==> src/hw/rtl/u8u16_pkg.sv <==
// types and constants shared by the utf-8 to utf-16 transcoder modules
// no dependencies

package u8u16_pkg;

  // result kind codes
  localparam logic KIND_UNIT  = 1'b0;
  localparam logic KIND_ERROR = 1'b1;

  // error codes
  localparam logic [1:0] ERR_BAD_LEAD    = 2'd0;
  localparam logic [1:0] ERR_TRUNCATED   = 2'd1;
  localparam logic [1:0] ERR_BAD_CONT    = 2'd2;

  // output mode register values
  localparam logic MODE_UTF16 = 1'b0;
  localparam logic MODE_UTF32 = 1'b1;

  // surrogate arithmetic
  localparam logic [20:0] SUPP_BASE  = 21'h10000;
  localparam logic [20:0] HIGH_SURR  = 21'h0D800;
  localparam logic [20:0] LOW_SURR   = 21'h0DC00;

  // one input word
  typedef struct packed {
    logic [7:0] data_byte;
    logic       end_of_string;
  } byte_item_t;

  // one result word
  typedef struct packed {
    logic        kind;
    logic [20:0] code_unit;
    logic [1:0]  error_code;
    logic        last;
  } unit_item_t;

  // up to two result words produced by one byte
  typedef struct packed {
    logic       has_first;
    logic       has_second;
    unit_item_t first;
    unit_item_t second;
  } dec_res_t;

endpackage

==> src/hw/rtl/utf8_to_utf16_transcoder_core.sv <==
// top level of the utf-8 to utf-16 / utf-32 transcoder
// depends on u8u16_pkg, u8u16_decode and u8u16_out_buf
//
// usage
// - byte channel: byte_valid / byte_stall / byte_item carry one utf-8 byte
//   per word, end_of_string set on the final byte of each string
// - unit channel: unit_valid / unit_stall / unit_item carry code units or
//   error words; last marks the final word of a string
// - cfg_we / cfg_wdata write output_mode (0 utf-16, 1 utf-32); write only
//   while the block is idle
// - a byte is held in the input register and decoded there; its first result
//   word passes through the result register onto the unit channel
// - one byte per cycle sustained while the receiver does not stall; a surrogate
//   pair fills both result entries and holds the byte channel until the result register has room again
// - bytes that give no result never wait on the receiver
// - when the receiver stalls, the two-entry result register fills and the
//   stall passes back to the byte channel; nothing is lost or repeated
// - synchronous reset clears the sequence state, the mode register (utf-16)
//   and all valid flags

module utf8_to_utf16_transcoder_core import u8u16_pkg::*; (
  input  logic       clk,
  input  logic       rst,
  input  logic       cfg_we,
  input  logic       cfg_wdata,
  input  logic       byte_valid,
  output logic       byte_stall,
  input  byte_item_t byte_item,
  output logic       unit_valid,
  input  logic       unit_stall,
  output unit_item_t unit_item
);

  logic       mode;
  logic       in_v;
  byte_item_t in_word;
  dec_res_t   res;
  logic       can_load;
  logic       advance;
  logic       take;

  // output mode register
  always_ff @(posedge clk) begin
    if (rst) begin
      mode <= MODE_UTF16;
    end else if (cfg_we) begin
      mode <= cfg_wdata;
    end
  end

  // input register moves on when its results fit in the result register
  assign advance    = in_v && (!res.has_first || can_load);
  assign byte_stall = in_v && !advance;
  assign take       = byte_valid && !byte_stall;

  always_ff @(posedge clk) begin
    if (rst) begin
      in_v <= 1'b0;
    end else if (take) begin
      in_v <= 1'b1;
    end else if (advance) begin
      in_v <= 1'b0;
    end
  end

  always_ff @(posedge clk) begin
    if (take) begin
      in_word <= byte_item;
    end
  end

  // decode
  u8u16_decode u_decode (
    .clk     (clk),
    .rst     (rst),
    .consume (advance),
    .item    (in_word),
    .mode    (mode),
    .res     (res)
  );

  // result register
  u8u16_out_buf u_out_buf (
    .clk        (clk),
    .rst        (rst),
    .load       (advance && res.has_first),
    .res        (res),
    .can_load   (can_load),
    .unit_valid (unit_valid),
    .unit_stall (unit_stall),
    .unit_item  (unit_item)
  );

endmodule

==> src/hw/rtl/u8u16_decode.sv <==
// sequence decoder: holds the per-string state and turns one byte into
// zero, one or two result words; depends on u8u16_pkg

module u8u16_decode import u8u16_pkg::*; (
  input  logic       clk,
  input  logic       rst,
  input  logic       consume,
  input  byte_item_t item,
  input  logic       mode,
  output dec_res_t   res
);

  logic [20:0] acc, acc_next;
  logic [1:0]  remain, remain_next;
  logic        bad_cont, bad_cont_next;
  logic        discard, discard_next;

  logic [7:0]  b;
  logic        eos;
  logic [20:0] acc_shift;
  logic [1:0]  remain_dec;
  logic        bad_cont_upd;
  logic        emit_point;
  logic [20:0] point;
  logic [20:0] supp;

  assign b            = item.data_byte;
  assign eos          = item.end_of_string;
  assign acc_shift    = {acc[14:0], b[5:0]};
  assign remain_dec   = remain - 2'd1;
  assign bad_cont_upd = bad_cont | (b[7:6] != 2'b10);
  assign supp         = point - SUPP_BASE;

  // next state and result selection
  always_comb begin
    acc_next      = acc;
    remain_next   = remain;
    bad_cont_next = bad_cont;
    discard_next  = discard;
    emit_point    = 1'b0;
    point         = '0;
    res           = '0;

    if (discard) begin
      // dropping bytes until the end of the string
      if (eos) begin
        discard_next  = 1'b0;
        acc_next      = '0;
        remain_next   = '0;
        bad_cont_next = 1'b0;
      end
    end else if (remain == 2'd0) begin
      // lead byte
      bad_cont_next = 1'b0;
      if (b[7] == 1'b0) begin
        emit_point  = 1'b1;
        point       = {13'd0, b};
        acc_next    = '0;
      end else if (b[7:5] == 3'b110) begin
        acc_next    = {16'd0, b[4:0]};
        remain_next = 2'd1;
      end else if (b[7:4] == 4'b1110) begin
        acc_next    = {17'd0, b[3:0]};
        remain_next = 2'd2;
      end else if (b[7:3] == 5'b11110) begin
        acc_next    = {18'd0, b[2:0]};
        remain_next = 2'd3;
      end else begin
        res.has_first        = 1'b1;
        res.first.kind       = KIND_ERROR;
        res.first.error_code = ERR_BAD_LEAD;
        res.first.last       = 1'b1;
        acc_next             = '0;
        remain_next          = '0;
        discard_next         = !eos;
      end
      // string ends right after a multi-byte lead
      if (eos && remain_next != 2'd0) begin
        res.has_first        = 1'b1;
        res.first.kind       = KIND_ERROR;
        res.first.error_code = ERR_TRUNCATED;
        res.first.last       = 1'b1;
        acc_next             = '0;
        remain_next          = '0;
      end
    end else begin
      // continuation byte
      acc_next      = acc_shift;
      remain_next   = remain_dec;
      bad_cont_next = bad_cont_upd;
      if (remain_dec != 2'd0) begin
        if (eos) begin
          res.has_first        = 1'b1;
          res.first.kind       = KIND_ERROR;
          res.first.error_code = ERR_TRUNCATED;
          res.first.last       = 1'b1;
          acc_next             = '0;
          remain_next          = '0;
          bad_cont_next        = 1'b0;
        end
      end else if (bad_cont_upd) begin
        res.has_first        = 1'b1;
        res.first.kind       = KIND_ERROR;
        res.first.error_code = ERR_BAD_CONT;
        res.first.last       = 1'b1;
        acc_next             = '0;
        bad_cont_next        = 1'b0;
        discard_next         = !eos;
      end else begin
        emit_point    = 1'b1;
        point         = acc_shift;
        acc_next      = '0;
        bad_cont_next = 1'b0;
      end
    end

    // code point to utf-32 or utf-16 words
    if (emit_point) begin
      res.has_first = 1'b1;
      if (mode == MODE_UTF32 || point[20:16] == 5'd0) begin
        res.first.code_unit = point;
        res.first.last      = eos;
      end else begin
        res.has_second       = 1'b1;
        res.first.code_unit  = HIGH_SURR + {10'd0, supp[20:10]};
        res.second.code_unit = LOW_SURR + {11'd0, supp[9:0]};
        res.second.last      = eos;
      end
    end
  end

  // sequence state
  always_ff @(posedge clk) begin
    if (rst) begin
      acc      <= '0;
      remain   <= '0;
      bad_cont <= 1'b0;
      discard  <= 1'b0;
    end else if (consume) begin
      acc      <= acc_next;
      remain   <= remain_next;
      bad_cont <= bad_cont_next;
      discard  <= discard_next;
    end
  end

endmodule

==> src/hw/rtl/u8u16_out_buf.sv <==
// two-entry result register: holds a decoded word, or both halves of a
// surrogate pair, towards the receiver; depends on u8u16_pkg

module u8u16_out_buf import u8u16_pkg::*; (
  input  logic       clk,
  input  logic       rst,
  input  logic       load,
  input  dec_res_t   res,
  output logic       can_load,
  output logic       unit_valid,
  input  logic       unit_stall,
  output unit_item_t unit_item
);

  logic       head_v, tail_v;
  unit_item_t head, tail;
  logic       pop;

  assign pop        = head_v && !unit_stall;
  assign can_load   = !head_v || (pop && !tail_v);
  assign unit_valid = head_v;
  assign unit_item  = head;

  // valid flags
  always_ff @(posedge clk) begin
    if (rst) begin
      head_v <= 1'b0;
      tail_v <= 1'b0;
    end else if (load) begin
      head_v <= res.has_first;
      tail_v <= res.has_second;
    end else if (pop) begin
      head_v <= tail_v;
      tail_v <= 1'b0;
    end
  end

  // payload
  always_ff @(posedge clk) begin
    if (load) begin
      head <= res.first;
      tail <= res.second;
    end else if (pop) begin
      head <= tail;
    end
  end

endmodule

==> config.mk <==
export PLATFORM = sky130hd
export DESIGN_NAME = utf8_to_utf16_transcoder_core
export DESIGN_NICKNAME = d
export VERILOG_FILES = /design/src/hw/rtl/u8u16_pkg.sv /design/src/hw/rtl/utf8_to_utf16_transcoder_core.sv /design/src/hw/rtl/u8u16_decode.sv /design/src/hw/rtl/u8u16_out_buf.sv
export SDC_FILE = /design/constraint.sdc
export NUM_CORES = 1
export LEC_CHECK = 0
export ABC_AREA = 0
export BUFFER_PORTS_ARGS = -buffer_cell sky130_fd_sc_hd__buf_2
export CORE_AREA = 2 2 118 120
export DETAILED_ROUTE_END_ITERATION = 10
export DIE_AREA = 0 0 120 122
export HOLD_SLACK_MARGIN = 0.05
export SYNTH_ARGS = -nofsm -noshare
export SYNTH_HDL_FRONTEND = slang
export SYNTH_SLANG_ARGS = --single-unit
==> constraint.sdc <==
create_clock -name clk -period 3.1 [get_ports clk]
set_clock_uncertainty 0.2 [all_clocks]
set_input_delay 0.155 -clock clk [delete_from_list [all_inputs] [get_ports clk]]
set_output_delay 0.155 -clock clk [all_outputs]
set_load 0.05 [all_outputs]
After elaboration in Yosys (flattened, before gate mapping):

Cells that the tools add are included.

* $add $sub $neg: 4
* reductions and logical operators: 25
* bitwise operators: 2
* shift operators: 0
* muxes and demuxes: 80
* $mul: 0
* $lt $le $gt $ge: 0
* divide/modulo/power cells: 0
* equality and inequality tests: 5

Operator list (count)
* $mux 21: 6
* $mux 15: 8
* $mux 25: 2
* $mux 1: 39
* $mux 2: 14
* $mux 3: 9
* $sub 21x17->21 const B: 1
* $add 16x10->17 const A: 1
* $add 16x11->17 const A: 1
* $reduce_bool 2->1: 4
* $logic_and 1x1->1: 7
* $logic_not 1->1: 7
* $mux 7: 1
* $eq 5x5->1 const B: 1
* $logic_not 5->1: 1
* $eq 4x4->1 const B: 1
* $mux 4: 1
* $ne 2x2->1 const B: 2
* $eq 3x3->1 const B: 1
* $logic_or 1x1->1: 3
* $logic_not 2->1: 1
* $reduce_and 2->1: 1
* $reduce_or 2->1: 1
* $sub 2x1->2 const B: 1
* 2 further kinds: 2

* register bits: 79
* memories kept: 0
* bits in writable memories: 0
* bits in latches: 0
* word-level logic and storage cells: 132
* output and inout port bits: 27
* ROM bits: 0
* input port bits: 15

Depth between registers and ports, before layout:

Gate-level depths: netlist (run 1).

* depth in word-level cells: 21
* mapped depth: 13
* depth with buffers taken out: 11

Modules after synthesis:

Synthesis (run 1) repeated with hierarchy kept, for this count alone.

* cell total of the unflattened synthesis: 331
* area, all modules: 4082.7 µm²

By module, submodules not included
* u8u16_out_buf: area each 2001.9 µm², seq. area each 1541.5 µm², cells each 89, times used 1
* u8u16_decode: area each 1707.9 µm², seq. area each 380.4 µm², cells each 221, times used 1
* utf8_to_utf16_transcoder_core: area each 372.9 µm², seq. area each 310.3 µm², cells each 21, times used 1

Worst setup path after synthesis (run 1):

Ideal clock, no wire load.

* kind: register to register
* start: register u_out_buf.head_v, in the netlist u_out_buf.unit_valid
* end: register u_out_buf.head, in the netlist u_out_buf.unit_item[0] (enable)
* clock period less this slack: 3.219 ns
* data arrival time: 2.575 ns
* cell stages (with the launch flop): 3
* data required time: 2.456 ns
* setup time: 0.444 ns
* buffers on the path: 0
* slack: -0.119 ns
* path through: dfxtp_1 -> inv_1 -> o21ai_0

* word-level cells in the longest chain between the ends: 7
* elaborated cells on any way between the ends: 8
* those cells by class: reduce/logical: 8

Ends and longest elaborated chain
* start: declaration: line u8u16_out_buf.sv:15 `logic head_v, tail_v;`
* start signal: assignment: line u8u16_out_buf.sv:30 `head_v <= res.has_first;`
* start signal: assignment: line u8u16_out_buf.sv:33 `head_v <= tail_v;`
* $logic_and 1x1->1: line u8u16_out_buf.sv:19 `assign pop = head_v && !unit_stall;`
* $logic_and 1x1->1: line u8u16_out_buf.sv:20 `assign can_load = !head_v || (pop && !tail_v);`
* $logic_or 1x1->1: line u8u16_out_buf.sv:20
* $logic_or 1x1->1: line utf8_to_utf16_transcoder_core.sv:52 `assign advance = in_v && (!res.has_first || can_load);`
* $logic_and 1x1->1: line utf8_to_utf16_transcoder_core.sv:52
* $logic_and 1x1->1: line utf8_to_utf16_transcoder_core.sv:86 `.load (advance && res.has_first),`
* $reduce_bool 2->1 (no line) *
* end signal: assignment: line u8u16_out_buf.sv:41 `head <= res.first;`
* end signal: assignment: line u8u16_out_buf.sv:44 `head <= tail;`
* end: declaration: line u8u16_out_buf.sv:16 `unit_item_t head, tail;`

Mark *: on every way between the ends. The rest lies on a longest branch, timed or not.
A chain may end at the register's enable or synchronous reset.

Worst setup path after layout (run 1):

* start: register u_decode.remain[0]
* end: register u_out_buf.head, in the netlist u_out_buf.unit_item[10] (data pin)

* word-level cells in the longest chain between the ends: 14
* elaborated cells on any way between the ends: 30
* those cells by class: add/sub: 3; mux: 17; reduce/logical: 10

Ends and longest elaborated chain
* start: declaration: line u8u16_decode.sv:14 `logic [1:0] remain, remain_next;`
* start signal: assignment: line u8u16_decode.sv:141 `remain <= remain_next;`
* parallel branches: the longest is 13 deep, another holds $sub 21x17->21
* $mux 25 *: line u8u16_out_buf.sv:40 `if (load) begin`

Mark *: on every way between the ends. The select of a mux whose other input is x is not followed.

==> summary.txt, run 1 <==
Clock network
  – H-tree depth: 3
  – Clk sinks: 69
  – Total CTS buffers: 9
  – CTS tree: built
  – Clock buffer depth: 2
  – Worst-path clk slew: 0.06 ns
  – Clk_lat worst skew: 0.34 ns
  – Post CTS Setup Buffer Count: 0
  – Root Buffer: clkbuf_16

Global routing
  – Met1 Use GR: 15.3%
  – Grt met2 use: 17.3%
  – Grt peak-use layer: met2
  – Total gr overflow: 0
  – Antenna violations before repair: 0
  – Met3 GRT Util: 3.14%
  – Tot GR Track Use: 11.4%
  – Global-route wire length before repair: 13,000 um
  – Largest net degree at the start of global routing: 28
  – Vias in the first global route: 2,547

Timing
  – Period utilisation layout: 92.7%
  – Final Hold Fails: 0
  – Setup WS post-layout: 0.226 ns
  – Max Slew Vio Count: 0
  – Setup-failing EPs final: 0
  – Setup TNS: 0 ns
  – Hold_ws: 0.0768 ns
  – Worst rel slew slack: 65.7%
  – FMAX: 0.348 GHz
  – RSZ-0062 raised after global routing: no
  – Least-Margin Pin Slew: 0.514 ns
  – Period minus WS final: 2.87 ns

Finish
  – Layout area overhead: 27.1%
  – Layout Utilization: 31.1%
  – Final cell count without fillers: 571
  – Leading cell type in the layout, fill and taps excluded: edfxtp_1
  – Fin area: 4200 um2
  – Antenna cell count: 0
  – Final nets: 405
  – Share of layout cells above drive strength 1: 21.5%
  – Commonest cells after routing, fill and taps aside: 46 x edfxtp_1, 41 x nand2_1, 41 x buf_2, 28 x o21ai_0, 23 x dfxtp_1

Setup path
  – Crit path launch type: flip-flop
  – R2r startpoint: u_decode.remain[0]$_SDFFE_PP0P_
  – WP data required: 2.97 ns
  – Worst setup path end: u_out_buf.unit_item[10]$_DFFE_PP_
  – Crit-path max FO: 10
  – CP startpoint: u_decode.remain[0]$_SDFFE_PP0P_
  – Critical Path End Type: flip-flop
  – R2r worst-path depth: 11
  – Crit path kind: reg2reg
  – R2r endpoint: u_out_buf.unit_item[10]$_DFFE_PP_
  – Crit path DAT: 2.74 ns
  – R2R setup slack: 0.23 ns

Drt
  – Wire length per cell: 14.2 um
  – Vias per cell: 4.57
  – Final wirelength: 8080 um
  – DRC Markers: 0
  – TritonRoute pass-1 iters: 4
  – DR vias: 2,608
  – Detailed Route Iter0 Violations: 226
  – DRT antenna net count: 0

Logic synthesis
  – Post-synthesis area per instance: 10.2 um2
  – Netlist cell types: 50
  – Ys Warns: 0
  – Post-Syn Instances: 324
  – Seq/Total Area, Yosys: 55.7%
  – Post-synth EDFFs: 46
  – Synthesized cell area: 3310 um2
  – FF+latch count, synth: 69
  – Syn Nets: 343
  – Most used DFF post-synth: edfxtp_1
  – Async S/R FF share, synth: 0%

Placed design
  – Pre-CTS setup slack: 0.192 ns
  – PortBufs: 41
  – Placed cells: 542
  – Dpl hpwl: 5900 um
  – Placed cell areas: 3790 um2
  – Routability cong.: 0.922

Die
  – Height of the die: 122 um
  – Core box area: 13,500 um2
  – Starting Density: 24.5%
  – DIE AREA: 14,600 um2
  – Row count: 43
  – Die W: 120 um
  – I/O pin cnt: 42

Power
  – P_leak: 1.61 nW
  – Peak supply drop: 0.233 mV
  – Power per cell area: 535 nW/um2
  – Final Power: 2.25 mW

Outcome
  – Status: completed

Run
  – Max-Cap Viols: 0

Worst hold path
  – Hold Path Class: in2reg
[state kept, by name, summed over array words and instances, names as in the netlist]
name,flops
u_decode.bad_cont,1
u_decode.discard,1
u_decode.remain,2
u_out_buf.unit_valid,1
u_out_buf.tail_v,1
in_v,1
in_word,9
mode,1
u_decode.acc,15
u_out_buf.tail,12
u_out_buf.unit_item,25
[power by group]
group / switching, mW / internal, mW / total, mW
clock network: 0.381 / 0.537 / 0.919
registers: 0.0222 / 1.03 / 1.05
logic: 0.189 / 0.0874 / 0.277
total: 0.593 / 1.66 / 2.25
[critical path, stage by stage, from the launching register on]
cell and delay (ns):
dfxtp_1 0.38, inv_1 0.09, ha_1 0.21, nand2b_1 0.22, nor3_2 0.27, nand2_1 0.18
ha_1 0.26, nor2_1 0.16, a21oi_1 0.14, buf_4 0.22, a31oi_1 0.18, o21ai_0 0.11
[metal layers]
metal  share of wire [%]  vias up
met1                  45     1199
li1                    -     1299
met3                 7.8        4
met5                   0        -
met4                0.66        0
met2                  46      106
[cell type report]
cell class / count / area [um2]
Clock inverter: 6 / 40.0
Timing Repair Buffer: 70 / 480
Sequential cell: 69 / 1840
Tap cell: 180 / 225
Inverter: 9 / 33.8
Fill cell: 1377 / 9300
Multi-Input combinational cell: 227 / 1350
Clock buffer: 10 / 229
[cells in the mapped netlist, drive strengths merged (2+ instances only)]
cell | number | share of area [%]
or3 | 2 | 0.38
nand2b | 8 | 1.5
o31ai | 4 | 0.91
nor3b | 4 | 1.2
clkbuf | 9 | 1.1
mux2i | 7 | 2.1
a21oi | 15 | 2.6
nor2 | 22 | 2.5
nand3 | 8 | 1.5
nor2b | 11 | 2.1
buf | 10 | 1.8
xnor2 | 2 | 0.53
dfxtp | 23 | 14
a21o | 3 | 0.91
edfxtp | 46 | 42
o211ai | 2 | 0.45
o21ai | 33 | 5.0
nor3 | 13 | 2.1
and2 | 5 | 0.95
ha | 4 | 1.5
a221o | 4 | 1.2
and3 | 14 | 2.6
or2 | 2 | 0.38
a31oi | 6 | 1.1
nand2 | 41 | 4.7
inv | 9 | 1.0
o22ai | 3 | 0.57
[cells by family (layout without fill, tap and decap cells)]
family                     Yosys count  count (layout)  share of synthesized area (%)
adders and majority gates            4               4                           1.51
muxes                                7               7                           2.12
AOI/OAI and AO/OA                   81              81                           15.6
and+or+nand+nor                    133             133                           20.7
xor gates and xnor gates             2               2                          0.530
buffers and inverters               28              95                           3.86
DFF                                 69              69                           55.7
[how the worst min path moves through the flow]
stage,start,end,slack (ns),cells after the start
final,rst,in_v$_SDFFE_PP0P_,0.08,2
after global routing,rst,in_v$_SDFFE_PP0P_,0.09,2
after CTS,rst,in_v$_SDFFE_PP0P_,0.07,2
after detailed placement,byte_item[0],in_word[0]$_DFFE_PP_,0.13,1
after global placement,byte_item[5],in_word[5]$_DFFE_PP_,0.13,1
after floorplan,byte_item[0],in_word[0]$_DFFE_PP_,0.05,0
[what timing repair did]
item | 4_1_cts | 5_1_grt
hold endpoints to repair | 16 | 0
resized for setup | 0 | 2
setup endpoints to repair | 0 | 2
hold buffers | 13 | 0
Power figures use the tool's default switching activity.
==> run 2, diff against run 1 <==
--- a/config.mk
+++ b/config.mk
@@ -5,11 +5,12 @@
 export SDC_FILE = /design/constraint.sdc
 export NUM_CORES = 1
 export LEC_CHECK = 0
-export ABC_AREA = 0
+export ABC_AREA = 1
 export BUFFER_PORTS_ARGS = -buffer_cell sky130_fd_sc_hd__buf_2
-export CORE_AREA = 2 2 118 120
+export CORE_AREA = 2 2 123 125
+export CTS_BUF_LIST = sky130_fd_sc_hd__clkbuf_8
 export DETAILED_ROUTE_END_ITERATION = 10
-export DIE_AREA = 0 0 120 122
+export DIE_AREA = 0 0 125 127
 export HOLD_SLACK_MARGIN = 0.05
 export SYNTH_ARGS = -nofsm -noshare
 export SYNTH_HDL_FRONTEND = slang
==> summary.txt, run 2 <==
Drt
  – DRT antenna net count: 0
  – Wire length per cell: 13.4 um
  – Detailed Route Iter0 Violations: 294
  – Final wirelength: 8940 um
  – DR vias: 2,969
  – Vias per cell: 4.45
  – DRC Markers: 0
  – TritonRoute pass-1 iters: 5

Finish
  – Fillers: 1,549
  – Commonest cells after routing, fill and taps aside: 104 x nand2_1, 55 x inv_1, 53 x nor2_1, 46 x edfxtp_1, 41 x buf_2
  – Leading cell type in the layout, fill and taps excluded: nand2_1
  – Final cell count without fillers: 667
  – Antenna cell count: 0
  – Layout area overhead: 22.4%
  – Final nets: 497
  – Share of layout cells above drive strength 1: 19.5%
  – Largest register FFs: 25

Global routing
  – Antenna violations before repair: 0
  – Total gr overflow: 0
  – Tot GR Track Use: 11.6%
  – Vias in the first global route: 2,964
  – Largest net degree at the start of global routing: 21
  – Global-route wire length before repair: 14,700 um

Die
  – Row count: 44
  – I/O pin cnt: 42
  – Die W: 125 um
  – Core box area: 14,400 um2
  – Starting Density: 24.6%
  – DIE AREA: 15,900 um2
  – Height of the die: 127 um

Logic synthesis
  – FF+latch count, synth: 69
  – Ys Warns: 0
  – Adder-cell share of the synthesized area: 1.41%
  – Post-synth EDFFs: 46
  – Simple-gate share of the synthesized area: 30.2%
  – Largest family of logic cells by synthesized area: simple AND/OR/NAND/NOR gates
  – Top-area cell type share of the netlist area: 38.9%
  – Synth Area in Compound Gates: 6.27%
  – Syn Nets: 437
  – Synth area leader: edfxtp_1
  – Post-synth top cells: 105 x nand2_1, 54 x inv_1, 53 x nor2_1
  – Largest cells by area after synthesis: edfxtp_1 39%, dfxtp_1 13%, nand2_1 11%, inv_1 5.7%, nor2_1 5.6%
  – Synthesized cell area: 3550 um2
  – Netlist cell types: 39
  – Async S/R FF share, synth: 0%
  – Post-synthesis area per instance: 8.50 um2
  – Post-synthesis mux area share: 0%
  – Most used DFF post-synth: edfxtp_1
  – Seq/Total Area, Yosys: 51.8%
  – Post-Syn Instances: 418
  – Most frequent cell after synthesis: nand2_1
  – XOR/XNOR Fraction of Synth Area: 0.739%

Clock network
  – Post CTS Setup Buffer Count: 0
  – Clock buffer depth: 2
  – Worst-path clk slew: 0.08 ns
  – Root Buffer: clkbuf_8
  – Total CTS buffers: 9
  – Clk_lat worst skew: 0.37 ns
  – H-tree depth: 3
  – CTS tree: built
  – Clk sinks: 69

Setup path
  – WP data required: 3.02 ns
  – R2r startpoint: u_decode.remain[0]$_SDFFE_PP0P_
  – R2R setup slack: 0.27 ns
  – R2r endpoint: u_out_buf.unit_item[6]$_DFFE_PP_
  – CP startpoint: u_decode.remain[0]$_SDFFE_PP0P_
  – Crit path DAT: 2.75 ns
  – Crit-path max FO: 12
  – Crit path launch type: flip-flop
  – Slowest CP cell: dfxtp_1
  – R2r worst-path depth: 15
  – CP cell instances: inv_1 > ha_1 > inv_2 > nand2_2 > inv_2 > nand4_4 > inv_6 > nand2_1 > ha_1 > nand3_2 > nand2_4 > nand2_2 > nor2_1 > o21ai_0 > nand2_1
  – Critical Path End Type: flip-flop
  – Crit path kind: reg2reg
  – Max stage delay on crit path: 0.34 ns

Timing
  – FMAX: 0.353 GHz
  – Period minus WS final: 2.83 ns
  – Final Hold Fails: 0
  – Max Slew Vio Count: 0
  – Period utilisation layout: 91.4%
  – Worst rel slew slack: 61.6%
  – Setup-failing EPs final: 0
  – Least-Margin Pin Slew: 0.573 ns
  – RSZ-0062 raised after global routing: no
  – Setup TNS: 0 ns

Outcome
  – Status: completed

Power
  – Power per cell area: 558 nW/um2
  – P_leak: 1.91 nW
  – Peak supply drop: 0.168 mV

Worst hold path
  – Critical hold path startpoint: u_out_buf.tail_v$_SDFFE_PP0P_
  – Hold Path Class: reg2reg
  – Hold Crit Endpoint: u_out_buf.tail_v$_SDFFE_PP0P_
  – Min-Delay Path Depth: 2

Placed design
  – PortBufs: 41
  – Dpl hpwl: 6660 um
  – Routability cong.: 0.900
  – Placed cells: 635

Run
  – Max-Cap Viols: 0
-- run 2: changes by cell type after synthesis, sizes merged, moves of 5 or more --
cell	delta
nand2	+70
inv	+53
nor2	+35
nand3	+29
o21ai	-20
nand4	+17
and3	-14
nor2b	-11
nand2b	-8
mux2i	-7
nor3	-6
and2	-5
-- run 2: layer usage --
metal  vias up  GRT usage [%]  share of wire [%]
li1       1484              -                  -
met1      1381           15.1                 47
met2        90           18.2                 45
met3        14           3.10                6.3
met4         0           5.29                1.5
met5         -              0                  0
-- run 2: worst max path at each step --
stage	end	slack [ns]	depth (start not counted)
final	u_out_buf.unit_item[6]$_DFFE_PP_	0.27	15
after CTS	u_out_buf.unit_item[6]$_DFFE_PP_	0.20	15
after floorplan	u_out_buf.unit_item[0]$_DFFE_PP_	0.25	13
after global placement	u_out_buf.unit_item[6]$_DFFE_PP_	0.33	15
after detailed placement	u_out_buf.unit_item[6]$_DFFE_PP_	0.21	15
after global routing	u_out_buf.unit_item[6]$_DFFE_PP_	0.04	15
-- run 2: cells by family (layout without fill, tap and decap cells) --
family                     after synthesis  count (layout)
xor gates and xnor gates                 3               3
AOI/OAI and AO/OA                       34              34
DFF                                     69              69
buffers and inverters                   78             143
adders and majority gates                4               4
and+or+nand+nor                        230             230
-- run 2: report_power, final --
group | total (mW) | switching [mW] | internal [mW]
clock network | 0.881 | 0.350 | 0.531
logic | 0.452 | 0.327 | 0.125
registers | 1.09 | 0.0329 | 1.06
-- run 2: area by class of cell --
type	count	area [um2]	share of cell area (%)
Multi-Input combinational cell	271	1370	31.6
Timing Repair Buffer	65	425	9.78
Clock buffer	9	124	2.85
Inverter	62	238	5.47
Clock inverter	7	115	2.65
Sequential cell	69	1840	42.4
Tap cell	184	230	5.29
-- run 2: critical path, delay by kind of cell, from the launching register on --
family,cells,cell delay [ns]
compound gates,1,0.20
fa+ha+maj,2,0.46
buf+inv,4,0.48
flops,1,0.34
simple gates,8,0.92
-- run 2: timing repair --
item                       in CTS  in global routing
hold buffers                   16                  0
resized for setup               0                  1
setup endpoints to repair       0                  2
hold endpoints to repair       16                  0
-- run 2: per-stage QoR --
| step | power (mW) | setup WS [ns] | utilization (%) | hold slack, ns | cell area [um2] |
|---|---|---|---|---|---|
| 6_report | 2.43 | 0.265 | 30.1 | 0.282 | 4350 |
| 5_1_grt | 2.54 | 0.0395 | 30.1 | 0.294 | 4350 |
| 4_1_cts | 2.44 | 0.198 | 30.1 | 0.283 | 4350 |
| 3_5_place_dp | 1.55 | 0.208 | 27.4 | 0.134 | 3950 |
| 3_3_place_gp | 1.54 | 0.325 | 27.4 | 0.139 | 3950 |
| 2_1_floorplan | 1.44 | 0.248 | - | 0.0539 | 3550 |
